## src/hdl/pida_pkg.sv

```systemverilog
// package for the positional insert/delete array
// holds widths, command and status codes, cell control and word types
// no dependencies
package pida_pkg;

   localparam int CAPACITY_DEF = 32;
   localparam int CMD_W        = 2;
   localparam int POS_W        = 6;
   localparam int ELEM_W       = 32;
   localparam int INDEX_W      = 7;
   localparam int STATUS_W     = 2;

   localparam logic [CMD_W-1:0] CMD_INSERT   = 2'd0;
   localparam logic [CMD_W-1:0] CMD_DELETE   = 2'd1;
   localparam logic [CMD_W-1:0] CMD_LIST_FWD = 2'd2;
   localparam logic [CMD_W-1:0] CMD_LIST_REV = 2'd3;

   localparam logic [STATUS_W-1:0] STATUS_OK     = 2'd0;
   localparam logic [STATUS_W-1:0] STATUS_BADPOS = 2'd1;
   localparam logic [STATUS_W-1:0] STATUS_FULL   = 2'd2;
   localparam logic [STATUS_W-1:0] STATUS_EMPTY  = 2'd3;

   typedef enum logic [2:0] {
      OP_HOLD,
      OP_INSERT,
      OP_DELETE,
      OP_ROT_UP,
      OP_ROT_DOWN
   } cell_op_type;

   typedef struct packed {
      cell_op_type              op;
      logic [POS_W-1:0]         position;
      logic signed [ELEM_W-1:0] value;
   } cell_ctl_type;

   typedef struct packed {
      logic [CMD_W-1:0]         command;
      logic [POS_W-1:0]         position;
      logic signed [ELEM_W-1:0] value;
   } req_type;

   typedef struct packed {
      logic signed [ELEM_W-1:0] element;
      logic [INDEX_W-1:0]       index;
      logic [STATUS_W-1:0]      status;
      logic                     last;
   } rsp_type;

endpackage

```

## src/hdl/positional_insert_delete_array.sv

```systemverilog
// top level of the positional insert/delete array
// holds the command decoder, count, listing sequencer and the ring of cells
// depends on pida_pkg and pida_cell
//
// usage:
//   a command word (command, 1-based position, value) is taken on req_data at a
//   rising edge with start high and busy low. results leave on rsp_data, each
//   marked by rsp_valid for exactly one cycle; the receiver cannot hold them off.
//   insert and delete shift all cells from the given position upward at once
//   in the accepting cycle; their single status word appears in the cycle
//   after acceptance; busy stays low, so these can be issued every cycle.
//   a listing rotates the whole ring of CAPACITY cells one place a cycle, with
//   the result taken from the end cell, and so keeps busy high until the ring
//   has come full circle; no command is taken while busy.
//   forward words appear in index order from 1 up to count; reversed words
//   appear from count down to 1, the last one in the same cycle that busy
//   drops. the final word of each command has last set.
//   listing an empty array gives one empty status word in the cycle after
//   acceptance, without going busy.
//   reset empties the array (count to zero) and drops any listing under way;
//   cell contents are not cleared and are only read once written.
module positional_insert_delete_array #(
   parameter int CAPACITY = pida_pkg::CAPACITY_DEF
) (
   input  logic              clock,
   input  logic              reset,
   input  logic              start,
   output logic              busy,
   input  pida_pkg::req_type req_data,
   output logic              rsp_valid,
   output pida_pkg::rsp_type rsp_data
);

   localparam int CW   = $clog2(CAPACITY + 1);
   localparam int KW   = $clog2(CAPACITY);
   localparam int CMPW = ((CW > pida_pkg::POS_W) ? CW : pida_pkg::POS_W) + 1;

   typedef enum logic {
      STATE_IDLE,
      STATE_LIST
   } state_type;

   state_type              state_ff, state_in;
   logic [KW-1:0]          k_ff, k_in;
   logic                   rev_ff, rev_in;
   logic [CW-1:0]          count_ff, count_in;
   logic                   rsp_valid_ff, rsp_valid_in;
   pida_pkg::rsp_type      rsp_data_ff, rsp_data_in;

   pida_pkg::cell_ctl_type ctl;
   logic signed [pida_pkg::ELEM_W-1:0] elems [CAPACITY];

   logic                   accept;
   logic [CMPW-1:0]        pos_ext;
   logic [CMPW-1:0]        cnt_ext;
   logic [CMPW-1:0]        k_ext;
   logic                   full;

   assign busy    = (state_ff == STATE_LIST);
   assign accept  = start & ~busy;
   assign pos_ext = CMPW'(req_data.position);
   assign cnt_ext = CMPW'(count_ff);
   assign k_ext   = CMPW'(k_ff);
   assign full    = (count_ff == CW'(CAPACITY));

   always_comb begin
      state_in     = state_ff;
      k_in         = k_ff;
      rev_in       = rev_ff;
      count_in     = count_ff;
      rsp_valid_in = 1'b0;
      rsp_data_in  = '0;
      rsp_data_in.last = 1'b1;
      ctl.op       = pida_pkg::OP_HOLD;
      ctl.position = req_data.position;
      ctl.value    = req_data.value;

      if (state_ff == STATE_LIST) begin
         ctl.op = rev_ff ? pida_pkg::OP_ROT_UP : pida_pkg::OP_ROT_DOWN;
         k_in   = k_ff + KW'(1);
         if (k_ff == KW'(CAPACITY - 1)) begin
            state_in = STATE_IDLE;
         end
         rsp_data_in.status = pida_pkg::STATUS_OK;
         if (rev_ff) begin
            // end cell holds element CAPACITY-k once the empty tail has passed
            rsp_valid_in          = (k_ext + cnt_ext >= CMPW'(CAPACITY));
            rsp_data_in.element   = elems[CAPACITY-1];
            rsp_data_in.index     = pida_pkg::INDEX_W'(CMPW'(CAPACITY) - k_ext);
            rsp_data_in.last      = (k_ff == KW'(CAPACITY - 1));
         end else begin
            rsp_valid_in          = (k_ext < cnt_ext);
            rsp_data_in.element   = elems[0];
            rsp_data_in.index     = pida_pkg::INDEX_W'(k_ext + CMPW'(1));
            rsp_data_in.last      = (k_ext + CMPW'(1) == cnt_ext);
         end
      end else if (accept) begin
         case (req_data.command)
            pida_pkg::CMD_INSERT: begin
               rsp_valid_in = 1'b1;
               if (full) begin
                  rsp_data_in.status = pida_pkg::STATUS_FULL;
               end else if (pos_ext == '0 || pos_ext > cnt_ext + CMPW'(1)) begin
                  rsp_data_in.status = pida_pkg::STATUS_BADPOS;
               end else begin
                  ctl.op             = pida_pkg::OP_INSERT;
                  count_in           = count_ff + CW'(1);
                  rsp_data_in.status = pida_pkg::STATUS_OK;
               end
            end
            pida_pkg::CMD_DELETE: begin
               rsp_valid_in = 1'b1;
               if (count_ff == '0) begin
                  rsp_data_in.status = pida_pkg::STATUS_EMPTY;
               end else if (pos_ext == '0 || pos_ext > cnt_ext) begin
                  rsp_data_in.status = pida_pkg::STATUS_BADPOS;
               end else begin
                  ctl.op             = pida_pkg::OP_DELETE;
                  count_in           = count_ff - CW'(1);
                  rsp_data_in.status = pida_pkg::STATUS_OK;
               end
            end
            pida_pkg::CMD_LIST_FWD, pida_pkg::CMD_LIST_REV: begin
               if (count_ff == '0) begin
                  rsp_valid_in       = 1'b1;
                  rsp_data_in.status = pida_pkg::STATUS_EMPTY;
               end else begin
                  state_in = STATE_LIST;
                  k_in     = '0;
                  rev_in   = (req_data.command == pida_pkg::CMD_LIST_REV);
               end
            end
            default: begin
               rsp_valid_in = 1'b0;
            end
         endcase
      end
   end

   always_ff @(posedge clock) begin
      if (reset) begin
         state_ff     <= STATE_IDLE;
         k_ff         <= '0;
         rev_ff       <= 1'b0;
         count_ff     <= '0;
         rsp_valid_ff <= 1'b0;
      end else begin
         state_ff     <= state_in;
         k_ff         <= k_in;
         rev_ff       <= rev_in;
         count_ff     <= count_in;
         rsp_valid_ff <= rsp_valid_in;
      end
      rsp_data_ff <= rsp_data_in;
   end

   assign rsp_valid = rsp_valid_ff;
   assign rsp_data  = rsp_data_ff;

   // ring of cells: each one sees its two neighbors, the ends wrap around
   for (genvar i = 0; i < CAPACITY; i++) begin : g_cell
      pida_cell #(
         .INDEX (i)
      ) u_cell (
         .clock      (clock),
         .ctl        (ctl),
         .lower_elem (elems[(i + CAPACITY - 1) % CAPACITY]),
         .upper_elem (elems[(i + 1) % CAPACITY]),
         .elem       (elems[i])
      );
   end

endmodule

```

## src/hdl/pida_cell.sv

```systemverilog
// one storage cell of the array chain
// takes from its lower or upper neighbor, the broadcast value, or holds
// depends on pida_pkg
module pida_cell #(
   parameter int INDEX = 0
) (
   input  logic                                  clock,
   input  pida_pkg::cell_ctl_type                ctl,
   input  logic signed [pida_pkg::ELEM_W-1:0]    lower_elem,
   input  logic signed [pida_pkg::ELEM_W-1:0]    upper_elem,
   output logic signed [pida_pkg::ELEM_W-1:0]    elem
);

   localparam logic [pida_pkg::POS_W:0] IDX      = (pida_pkg::POS_W + 1)'(INDEX);
   localparam logic [pida_pkg::POS_W:0] IDX_NEXT = (pida_pkg::POS_W + 1)'(INDEX + 1);

   logic signed [pida_pkg::ELEM_W-1:0] elem_ff;
   logic signed [pida_pkg::ELEM_W-1:0] elem_in;
   logic [pida_pkg::POS_W:0]           pos_ext;
   logic                               at_pos;
   logic                               above_pos;
   logic                               at_or_above_pos;

   assign pos_ext         = {1'b0, ctl.position};
   // 1-based position: this cell sits at the position when position-1 == INDEX
   assign at_pos          = (pos_ext == IDX_NEXT);
   assign above_pos       = (pos_ext <= IDX);
   assign at_or_above_pos = (pos_ext <= IDX_NEXT);

   always_comb begin
      elem_in = elem_ff;
      case (ctl.op)
         pida_pkg::OP_INSERT: begin
            if (at_pos) begin
               elem_in = ctl.value;
            end else if (above_pos) begin
               elem_in = lower_elem;
            end
         end
         pida_pkg::OP_DELETE: begin
            if (at_or_above_pos) begin
               elem_in = upper_elem;
            end
         end
         pida_pkg::OP_ROT_UP:   elem_in = lower_elem;
         pida_pkg::OP_ROT_DOWN: elem_in = upper_elem;
         default:               elem_in = elem_ff;
      endcase
   end

   always_ff @(posedge clock) begin
      elem_ff <= elem_in;
   end

   assign elem = elem_ff;

endmodule
```

## config.mk

```make
export PLATFORM = sky130hd
export DESIGN_NAME = positional_insert_delete_array
export DESIGN_NICKNAME = d
export VERILOG_FILES = /design/src/hdl/pida_pkg.sv /design/src/hdl/positional_insert_delete_array.sv /design/src/hdl/pida_cell.sv
export SDC_FILE = /design/constraint.sdc
export NUM_CORES = 2
export LEC_CHECK = 0
export CORE_MARGIN = 5
export CORE_UTILIZATION = 30
export DETAILED_ROUTE_END_ITERATION = 12
export DONT_BUFFER_PORTS = 1
export GPL_TIMING_DRIVEN = 0
export PLACE_DENSITY = 0.44
export SYNTH_ARGS = -nofsm -noshare
export SYNTH_HDL_FRONTEND = slang
export SYNTH_SLANG_ARGS = --single-unit
export TNS_END_PERCENT = 5
```

## constraint.sdc

```tcl
create_clock -name clock -period 14.1 [get_ports clock]
set_input_delay 2.82 -clock clock [delete_from_list [all_inputs] [get_ports clock]]
set_output_delay 2.82 -clock clock [all_outputs]
set_load 0.01 [all_outputs]
```

==> results.toml <==
[status]
run_status = "complete, but fails checks"
violations = "max-capacitance violations, max-slew violations"

[route]
drt-vias-per-instance = 6.98
wl_um = 357000
drc_errors = 0
drt_iter0_markers = 9249
route.antenna.remaining_nets = 0
first_pass_iters = 8
wl_per_cell_um = 49.8
vias = 50075

[clocking]
cts_tree = "yes"
htreeDepth = 4
cts.root.buffer_cell = "clkbuf_16"
post_cts_buffers = 0
numCtsBuffers = 131
cts_hold_buf = 0
clk_latency_ps = 820
clkSinkCount = 1079
clock_path_buffers = 3
clkTransAtPathRegs_ps = 60
ctsResizeCount = 0

[sta]
slew_viol_final = 64
rsz0062_at_grt = "no"
finalSetupViolCount = 0
clock.fmax_ghz = 0.119
fin_skew_ps = 34.4
finalSetupTns_ps = 0
finalWorstPathRequiredPeriod_ps = 8390
finalHoldViolCount = 0
worst_pin_slew_ps = 1760
slew-limit-headroom_pct = -17.3
fin_crit_sh_pct = 59.5

[finish]
nNetsFinal = 4685
final_cell_mix = "edfxtp_1, a221o_1, and3_1"
layout_commonest_cell = "edfxtp_1"
fin_cells = 7172
area_growth_pct = 16.5
drive_above_1_share_pct = 11.0

[synth]
synth_warnings = 0
ys_ff_latch = 1079
synthCells = 4414
yosys.cell_types.count = 65
yosysSeqAreaShare_pct = 58.1
syn_nets = 4490
synth_edf_count = 1024
synth.avg_cell_area_um2 = 12.4
ys.flop_type = "edfxtp_1"
syn-cell-area_mm2 = 0.0548
async_flop_share_pct = 0

[setup_path]
cp.arrival_ps = 8970
crit_chain = "clkbuf_1, inv_1, ha_1, and4b_1, nand3_1, a21oi_1, nand3_2, buf_2, nand2_1, clkbuf_1, a21oi_4, buf_16"
critPathTopFamily = "buffers and inverters"
worst-path-buf-inv = 5
worstSetupPathType = "primary input to flip-flop"
crit_required_ps = 14670
crit_path_frequent_cell = "clkbuf_1"
cp_slowest_cell = "clkbuf_1"
critPathMaxStageDelay_ps = 1150
startpoint_type = "primary input"
crit_path_end_kind = "flip-flop"
crit_fanout = 17

[floorplanning]
die-area_mm2 = 0.191
io_pins = 87
die_y_um = 437
row_count = 156
core-area_mm2 = 0.181
initial_core_util_pct = 30.2
die_w_um = 437

[pwr]
intPower_mw = 5.82
p_per_area_mw_per_mm2 = 128
p_leak_nw = 24.2
p_seq_share_pct = 46.5
pwr-share-clk_pct = 41.5
p_comb_share_pct = 12.0
p_sw_share_pct = 28.9
switching_power_mw = 2.36
ir_drop_mv = 0.127

[grt]
grt-ovfl-total = 0
grt_max_degree = 33
grt_pass1_wl_um = 452000
antenna_found_initial = 73
grt.total_usage_pct = 35.7
grt_pass1_vias = 45584

[worst_hold_path]
hold_class = "flip-flop to flip-flop"

[place]
placed_cells = 6846
port_buffers = 0
place_congestion = 1.07
post-dp-hpwl_um = 269000

[run]
drv_cap = 6
[synthesized netlist by cell type (31+ instances only)]
cell type,count,area [um2]
a21oi_1,83,415
a221o_1,928,9290
and2_1,67,419
and3_1,865,5410
buf_2,147,736
clkbuf_1,375,1410
dfxtp_1,55,1100
edfxtp_1,1024,30700
ha_1,31,388
inv_1,54,203
mux2i_1,66,661
nand2_1,101,379
nand3_1,152,761
nor2_1,111,417
nor3_1,85,425
o211ai_1,66,495
o221ai_1,32,280
[power groups by stage]
stage          Sequential (mW)  Combinational [mW]  Clock (mW)
2_1_floorplan             3.79               0.468           0
3_3_place_gp              3.88               0.853           0
3_5_place_dp              3.86               0.920           0
4_1_cts                   3.79               0.924        3.39
5_1_grt                   3.80               0.975        3.53
6_report                  3.80               0.979        3.40
[metrics by stage]
step	total power [mW]	hold WS [ps]	worst slack, ps	instance area (um2)	util, %
floorplan	4.25	496	6640	54800	-
global placement	4.73	552	2800	57800	31.9
detailed placement	4.78	559	5170	59500	32.9
CTS	8.11	567	6010	63600	35.1
global route	8.30	591	5820	63700	35.2
finish	8.18	564	5710	63900	35.3
[per-layer routing]
metal / global-route usage [%] / share of wire (%) / vias to the layer above
met4: 28.3 / 9.1 / 14
met5: 0 / 0.023 / -
met1: 43.3 / 36 / 25439
met3: 13.3 / 13 / 1108
met2: 50.9 / 42 / 4616
li1: - / - / 18898
[state kept, by name, indices dropped and copies added, names as in the netlist]
name,cells
g_cell.u_cell.elem,1024
rsp_data,41
count_ff,6
k_ff,5
busy,1
rev_ff,1
rsp_valid,1
[worst register-to-register path, delay by kind of cell, from the launching register on]
kind / cells / cell delay, ps
DFF: 1 / 300
AOI/OAI and AO/OA: 2 / 870
adders and majority gates: 1 / 460
and+or+nand+nor: 4 / 1670
buffers and inverters: 5 / 2620
[cell families (layout without fill, tap and decap cells)]
kind of cell             count (synthesis)  count (layout)  synth area share (%)
AND/OR/NAND/NOR                       1422            1422                  14.8
XOR/XNOR                                17              17                 0.272
buffers and inverters                  607             901                  4.57
AO/OA/AOI/OAI                         1188            1188                  20.2
adder cells (fa/ha/maj)                 33              33                 0.781
multiplexers                            67              67                  1.23
other                                    1              95               0.00684
flip-flops                            1079            1079                  58.1
[final timing paths]
path,slack [ps],to,cells past startpoint,from
min reg2reg,560,g_cell[28].u_cell.elem[10]$_DFFE_PP_,1,g_cell[27].u_cell.elem[10]$_DFFE_PP_
max reg2reg,7940,g_cell[0].u_cell.elem[9]$_DFFE_PP_,12,count_ff[5]$_SDFFE_PP0P_
min,560,g_cell[28].u_cell.elem[10]$_DFFE_PP_,1,g_cell[27].u_cell.elem[10]$_DFFE_PP_
max,5710,g_cell[0].u_cell.elem[9]$_DFFE_PP_,12,req_data[32]
[area by class of cell]
cell class | instances | area (um2)
fill | 17995 | 117000
sequential | 1079 | 31900
multi-input combinational | 2728 | 20800
clock buffer | 166 | 3460
tap | 2370 | 2970
buffer | 552 | 2370
timing repair buffer | 62 | 1370
clock inverter | 66 | 616
antenna | 94 | 235
inverter | 55 | 206
Note: power is estimated with default switching activity, not from simulation.
